<file path="src/hw/rtl/cidf_pkg.sv">
// Shared constants, types and state codes for the CAN identifier list filter table.
// Used by cidf_scan, can_id_list_filter_table_core and the cidf_chk checker.
package cidf_pkg;

    // Table geometry.
    localparam int NUM_BANKS       = 28;
    localparam int SLOTS_PER_BANK  = 4;
    localparam int NUM_CONTROLLERS = 3;

    // Field widths.
    localparam int ID_W  = 11;
    localparam int CTL_W = 2;

    // Derived sizes: one memory row holds every slot of one bank.
    localparam int NUM_ROWS = NUM_CONTROLLERS * NUM_BANKS;
    localparam int ROW_AW   = (NUM_ROWS > 1) ? $clog2(NUM_ROWS) : 1;
    localparam int BANK_W   = (NUM_BANKS > 1) ? $clog2(NUM_BANKS) : 1;
    localparam int SLOT_W   = (SLOTS_PER_BANK > 1) ? $clog2(SLOTS_PER_BANK) : 1;

    // Operation codes: look the identifier up, or add it.
    localparam logic FUNC_QUERY = 1'b0;
    localparam logic FUNC_ADD   = 1'b1;

    typedef logic [ID_W-1:0] t_id;
    typedef t_id [SLOTS_PER_BANK-1:0] t_row;

    typedef enum logic [1:0] {
        ST_IDLE,
        ST_SCAN,
        ST_LAST,
        ST_COMMIT
    } t_state;

    // Summary of one pass over a controller's banks.
    typedef struct packed {
        logic              hit;
        logic              has_free;
        logic              free_inact;
        logic [BANK_W-1:0] free_bank;
        logic [SLOT_W-1:0] free_slot;
        t_row              free_row;
    } t_scan_res;

endpackage

</file>
<file path="src/hw/rtl/cidf_scan.sv">
// Per-bank evaluator: compares one bank row with the identifier and keeps the
// running hit flag and the first place that could take a new identifier. Uses cidf_pkg.
module cidf_scan (
    input  logic                 i_clk,
    input  logic                 i_rst_n,
    input  logic                 i_clear,
    input  logic                 i_eval,
    input  logic                 i_active,
    input  logic [cidf_pkg::BANK_W-1:0] i_bank,
    input  cidf_pkg::t_row       i_row,
    input  cidf_pkg::t_id        i_id,
    output cidf_pkg::t_scan_res  o_res
);
    import cidf_pkg::*;

    t_scan_res         r_res;
    logic              hit;
    logic              zero_found;
    logic [SLOT_W-1:0] zero_slot;
    logic              free;

    // Compare all slots of the row; pick the lowest empty slot.
    always_comb begin
        hit        = 1'b0;
        zero_found = 1'b0;
        zero_slot  = '0;
        for (int s = 0; s < SLOTS_PER_BANK; s++) begin
            if (i_row[s] == i_id) begin
                hit = 1'b1;
            end
            if (!zero_found && (i_row[s] == '0)) begin
                zero_found = 1'b1;
                zero_slot  = SLOT_W'(s);
            end
        end
        hit  = hit & i_active;
        free = !i_active || zero_found;
    end

    // Accumulate the result over the banks in scan order.
    always_ff @(posedge i_clk) begin
        if (!i_rst_n) begin
            r_res <= '0;
        end else if (i_clear) begin
            r_res <= '0;
        end else if (i_eval) begin
            if (hit) begin
                r_res.hit <= 1'b1;
            end
            if (free && !r_res.has_free) begin
                r_res.has_free   <= 1'b1;
                r_res.free_inact <= !i_active;
                r_res.free_bank  <= i_bank;
                r_res.free_slot  <= zero_slot;
                r_res.free_row   <= i_row;
            end
        end
    end

    assign o_res = r_res;

endmodule

</file>
<file path="src/hw/rtl/can_id_list_filter_table_core.sv">
// CAN standard-identifier list filter table. A request for an unknown controller
// skips the bank scan and goes straight to the commit state. One request at a time:
// the bank scan reads one memory row per cycle through the single read port, and a
// new request is taken only after the last one has left the commit state. Reset
// empties every bank at once through the per-bank active flags; the slot memory
// itself needs no clearing pass.
module can_id_list_filter_table_core (
    input  logic                          i_clk,
    input  logic                          i_rst_n,
    input  logic                          i_in_valid,
    output logic                          o_in_ready,
    input  logic                          i_func,
    input  logic [cidf_pkg::CTL_W-1:0]    i_controller,
    input  logic [cidf_pkg::ID_W-1:0]     i_std_id,
    output logic                          o_out_valid,
    input  logic                          i_out_ready,
    output logic                          o_ok
);
    import cidf_pkg::*;

    t_state              r_state;
    t_state              n_state;
    logic                r_func;
    t_id                 r_id;
    logic                r_bad;
    logic [ROW_AW-1:0]   r_base;
    logic [BANK_W-1:0]   r_rd_bank;
    logic                r_eval;
    logic [BANK_W-1:0]   r_eval_bank;
    t_row                r_rd_row;
    logic                r_rd_act;
    logic [NUM_ROWS-1:0] r_bank_act;
    t_row                r_mem [NUM_ROWS];
    logic                r_out_valid;
    logic                r_ok;

    logic                accept;
    logic                ctl_bad;
    logic                rd_en;
    logic [ROW_AW-1:0]   rd_addr;
    logic                out_free;
    logic                commit;
    logic                ok_val;
    logic                wr_en;
    logic [ROW_AW-1:0]   wr_addr;
    t_row                wr_row;
    t_scan_res           scan_res;

    // Controller numbers start at one.
    assign ctl_bad  = (i_controller == '0) ||
                      ({1'b0, i_controller} > (CTL_W + 1)'(NUM_CONTROLLERS));
    assign out_free = !r_out_valid || i_out_ready;
    assign rd_addr  = r_base + ROW_AW'(r_rd_bank);

    // Next-state logic.
    always_comb begin
        n_state = r_state;
        case (r_state)
            ST_IDLE: begin
                if (i_in_valid) begin
                    n_state = ctl_bad ? ST_COMMIT : ST_SCAN;
                end
            end
            ST_SCAN: begin
                if (r_rd_bank == BANK_W'(NUM_BANKS - 1)) begin
                    n_state = ST_LAST;
                end
            end
            ST_LAST: begin
                n_state = ST_COMMIT;
            end
            ST_COMMIT: begin
                if (out_free) begin
                    n_state = ST_IDLE;
                end
            end
            default: begin
                n_state = ST_IDLE;
            end
        endcase
    end

    // State-machine outputs and the write-back decision.
    always_comb begin
        accept = (r_state == ST_IDLE) && i_in_valid;
        rd_en  = (r_state == ST_SCAN);
        commit = (r_state == ST_COMMIT) && out_free;
        ok_val = !r_bad && (scan_res.hit || ((r_func == FUNC_ADD) && scan_res.has_free));
        wr_en  = commit && !r_bad && (r_func == FUNC_ADD) && !scan_res.hit &&
                 scan_res.has_free;
        wr_addr = r_base + ROW_AW'(scan_res.free_bank);
        if (scan_res.free_inact) begin
            wr_row    = '0;
            wr_row[0] = r_id;
        end else begin
            wr_row                     = scan_res.free_row;
            wr_row[scan_res.free_slot] = r_id;
        end
    end

    assign o_in_ready = (r_state == ST_IDLE);

    // Control registers.
    always_ff @(posedge i_clk) begin
        if (!i_rst_n) begin
            r_state     <= ST_IDLE;
            r_eval      <= 1'b0;
            r_rd_bank   <= '0;
            r_bad       <= 1'b0;
            r_out_valid <= 1'b0;
        end else begin
            r_state <= n_state;
            r_eval  <= rd_en;
            if (accept) begin
                r_rd_bank <= '0;
                r_bad     <= ctl_bad;
            end else if (rd_en) begin
                r_rd_bank <= r_rd_bank + 1'b1;
            end
            if (commit) begin
                r_out_valid <= 1'b1;
            end else if (i_out_ready) begin
                r_out_valid <= 1'b0;
            end
        end
    end

    // Request payload and result data.
    always_ff @(posedge i_clk) begin
        if (accept) begin
            r_func <= i_func;
            r_id   <= i_std_id;
            r_base <= ROW_AW'((int'(i_controller) - 1) * NUM_BANKS);
        end
        r_eval_bank <= r_rd_bank;
        if (commit) begin
            r_ok <= ok_val;
        end
    end

    // Bank active flags: cleared by reset, set when a bank takes its first identifier.
    always_ff @(posedge i_clk) begin
        if (!i_rst_n) begin
            r_bank_act <= '0;
        end else if (wr_en) begin
            r_bank_act[wr_addr] <= 1'b1;
        end
    end

    always_ff @(posedge i_clk) begin
        r_rd_act <= r_bank_act[rd_addr];
    end

    // Slot memory: one row per bank, registered read.
    always_ff @(posedge i_clk) begin
        if (wr_en) begin
            r_mem[wr_addr] <= wr_row;
        end
    end

    always_ff @(posedge i_clk) begin
        r_rd_row <= r_mem[rd_addr];
    end

    // Row evaluation, one bank per cycle.
    cidf_scan u_scan (
        .i_clk    (i_clk),
        .i_rst_n  (i_rst_n),
        .i_clear  (accept),
        .i_eval   (r_eval),
        .i_active (r_rd_act),
        .i_bank   (r_eval_bank),
        .i_row    (r_rd_row),
        .i_id     (r_id),
        .o_res    (scan_res)
    );

    assign o_out_valid = r_out_valid;
    assign o_ok        = r_ok;

endmodule

</file>
<file path="config.mk">
export PLATFORM = sky130hd
export DESIGN_NAME = can_id_list_filter_table_core
export DESIGN_NICKNAME = d
export VERILOG_FILES = /design/src/hw/rtl/cidf_pkg.sv /design/src/hw/rtl/cidf_scan.sv /design/src/hw/rtl/can_id_list_filter_table_core.sv
export SDC_FILE = /design/constraint.sdc
export NUM_CORES = 2
export LEC_CHECK = 0
export BUFFER_PORTS_ARGS = -buffer_cell sky130_fd_sc_hd__buf_2
export CORE_MARGIN = 2
export CORE_UTILIZATION = 40
export DETAILED_ROUTE_END_ITERATION = 10
export PLACE_DENSITY_LB_ADDON = 0.1
export SYNTH_ARGS = -nofsm -noshare
export SYNTH_HDL_FRONTEND = slang
export SYNTH_SLANG_ARGS = --single-unit
</file>
<file path="constraint.sdc">
create_clock -name i_clk -period 4.8 [get_ports i_clk]
set_input_delay 0.48 -clock i_clk [delete_from_list [all_inputs] [get_ports i_clk]]
set_output_delay 0.48 -clock i_clk [all_outputs]
set_load 0.01 [all_outputs]
</file>
==> impl_metrics.ini <==
[power]
irDropWorstVdd_uv = 410
p_per_area_mw_per_mm2 = 483
p_leak_nw = 53.7
power_w = 0.0837

[floorplanning]
ios = 21
start_util = 0.401
core-area_sq_mm = 0.372
die_x_microns = 614
rows = 224
die_area_sq_mm = 0.378
die_y_microns = 614

[global_route]
grt_pass1_wl_microns = 664000
grt_usage = 0.257
grt_overflow = 0
grt_max_degree = 85
antenna_found_initial = 37
grt_pass1_vias = 76000

[worst_setup_path]
cp.required_ns = 5.66
crit_slowest_cell = fa_4
path_cells = ha_4 -> inv_1 -> fa_4 -> nor2_4 -> buf_4 -> a22o_1 -> a2111oi_0 -> a21oi_1 -> nand2_1 -> nand3_1
crit_type = reg2reg
start_kind = register
worstPathArrival_ns = 5.30
worstPathMaxFanout = 27
cpPeakStageDelay_ns = 1.25
end_kind = register

[synth]
synth.avg_cell_area_sq_um = 21.4
syn-num-nets = 7001
synth_seq_cells = 3912
synth_area_sq_mm = 0.149
synth.distinct_cells = 66
ys.flop_type = edfxtp_1
ys_seq_area_frac = 0.775
syn_inst = 6968
synth-warning-count = 0
synth-edff-count = 3714
synthArstFlopShare = 0

[detailed_routing]
drc = 0
drt-pass1-iter-count = 6
wire_per_inst_microns = 38.5
vias_per_cell = 5.99
wirelength_microns = 492000
drt_iter0_markers = 10500
route.vias.total = 76500
postRouteAntennaNets = 0

[sta]
setup_viol = 0
rsz0062_at_grt = false
max-slew-margin-rel = 0.148
hold_viol = 0
clock.fmax_mhz = 225
slew_viol_final = 0
setup_ws_ns = 0.359
setup_tns_ns = 0
final.setup_skew_ns = 0.0600
period_minus_slack_ns = 4.44
worst_slew_pin_slew_ns = 1.28
fin_crit_sh = 0.925

[clock_network]
cts.clk_slew.worst_paths_ns = 0.06
max-clock-path-buffers = 4
numCtsBuffers = 419
clkLatencyLatePin_ns = 0.99
cts_sinks = 3912
cts_tree = built
cts-root-buf = clkbuf_16
cts_htree_levels = 5
postCtsResizedCells = 0

[final_layout]
area_growth_pct = 16.2
most-common-layout-cells = 3714 x edfxtp_1, 876 x mux4_2, 426 x clkbuf_16
nFillCells = 31100
drive_gt1_frac = 0.265
finalNetCount = 7474
stdcell_area_sq_mm = 0.173
register_area_sq_mm = 0.116
final_common_cell = edfxtp_1
multi_input_area_sq_mm = 0.0326

[placed_design]
port_buffers = 20
dp.final_hpwl_microns = 289000
dpl-instance-area_sq_mm = 0.160
dp_slack_ns = 0.399
gp_congestion = 0.898

[hold_path]
min_path_type = in2reg

[status]
outcome = complete, no violations

[flow_run]
cap_violations = 0
==> timing repair <==
item,4_1_cts,5_1_grt
setup buffers,0,0
hold buffers,16,0
endpoints found under the hold margin,39,0
==> cells in the mapped netlist (all sizes together) (6+ instances only) <==
master / instances / share of area
a2111oi: 39 / 0.0023
a211oi: 30 / 0.0015
a21oi: 161 / 0.0054
a22o: 35 / 0.0021
a22oi: 92 / 0.0046
a31oi: 23 / 0.00097
and2: 9 / 0.00038
buf: 237 / 0.010
clkbuf: 164 / 0.0042
dfxtp: 198 / 0.027
edfxtp: 3714 / 0.75
ha: 13 / 0.0011
inv: 11 / 0.00028
mux2: 16 / 0.0012
mux2i: 293 / 0.020
mux4: 876 / 0.13
nand2: 346 / 0.0087
nand2b: 6 / 0.00025
nand3: 101 / 0.0034
nand3b: 6 / 0.00030
nand4: 21 / 0.00088
nor2: 122 / 0.0031
nor2b: 21 / 0.00088
nor3: 20 / 0.00067
nor4: 18 / 0.00076
o211ai: 8 / 0.00040
o21a: 85 / 0.0043
o21ai: 28 / 0.00094
o221ai: 59 / 0.0035
o22ai: 81 / 0.0034
or3: 12 / 0.00050
xnor2: 9 / 0.00053
xor2: 52 / 0.0031
==> where the power goes <==
part	total [W]	switching [W]	internal, W
logic	0.0130	0.00826	0.00477
clock network	0.0316	0.0136	0.0180
registers	0.0390	0.000768	0.0383
==> state kept, by name, indices dropped and copies added (netlist names) <==
| name | flops |
|---|---|
| r_mem | 3696 |
| r_bank_act | 84 |
| u_scan.o_res | 54 |
| r_rd_row | 44 |
| r_id | 11 |
| r_base | 5 |
| r_eval_bank | 5 |
| r_rd_bank | 5 |
| r_state | 2 |
| o_ok | 1 |
| o_out_valid | 1 |
| r_bad | 1 |
| r_eval | 1 |
| r_func | 1 |
| r_rd_act | 1 |
==> cell families (layout without fill, tap and decap cells) <==
logic type / count (synthesis) / count (layout) / synth area share
AO/OA/AOI/OAI: 684 / 684 / 0.0320
XOR/XNOR: 61 / 61 / 0.00358
adder cells (fa/ha/maj): 15 / 15 / 0.00136
buffers and inverters: 412 / 1242 / 0.0144
flip-flops: 3912 / 3912 / 0.775
multiplexers: 1185 / 1185 / 0.153
other: 0 / 6 / 0
AND/OR/NAND/NOR: 699 / 699 / 0.0207
==> path summary, 6_finish.rpt <==
check             depth (start not counted)  slack, ns        endpoint            start
hold / removal                            4       0.25       r_base[5]  i_controller[1]
setup / recovery                         10       0.36    r_rd_row[28]     r_rd_bank[2]
hold reg to reg                           0       0.42  r_eval_bank[3]     r_rd_bank[3]
setup reg to reg                         10       0.36    r_rd_row[28]     r_rd_bank[2]
==> per-stage QoR <==
step	utilization	std cells	hold slack (ns)
floorplan	-	6968	0.350
global placement	0.429	12000	0.397
detailed placement	0.429	12000	0.403
CTS	0.466	12800	0.177
global route	0.466	12800	0.184
finish	0.466	12800	0.250
==> final cells by class <==
type | count | area share
inverters | 11 | 0.000238
well taps | 4972 | 0.0359
clock buffers | 538 | 0.0650
flip-flops and latches | 3912 | 0.667
clock inverters | 240 | 0.0125
diodes | 6 | 0.0000867
repair buffers | 453 | 0.0312
multi-input cells | 2644 | 0.188
==> critical path: cells and delay by family, from the launching register on <==
| kind | cells | cell delay [ns] |
|---|---|---|
| AO/OA/AOI/OAI | 3 | 1.44 |
| adder cells (fa/ha/maj) | 2 | 1.43 |
| buffers and inverters | 2 | 0.36 |
| flip-flops | 1 | 0.46 |
| AND/OR/NAND/NOR | 3 | 0.57 |
==> routing by layer <==
metal,GRT usage,routed length [microns],vias to the layer above
met5,0,20,-
met4,0.0853,18300,4
met3,0.0363,34500,656
met2,0.411,233000,3421
met1,0.363,206000,42200
li1,-,-,30200
Power figures use the tool's default switching activity.
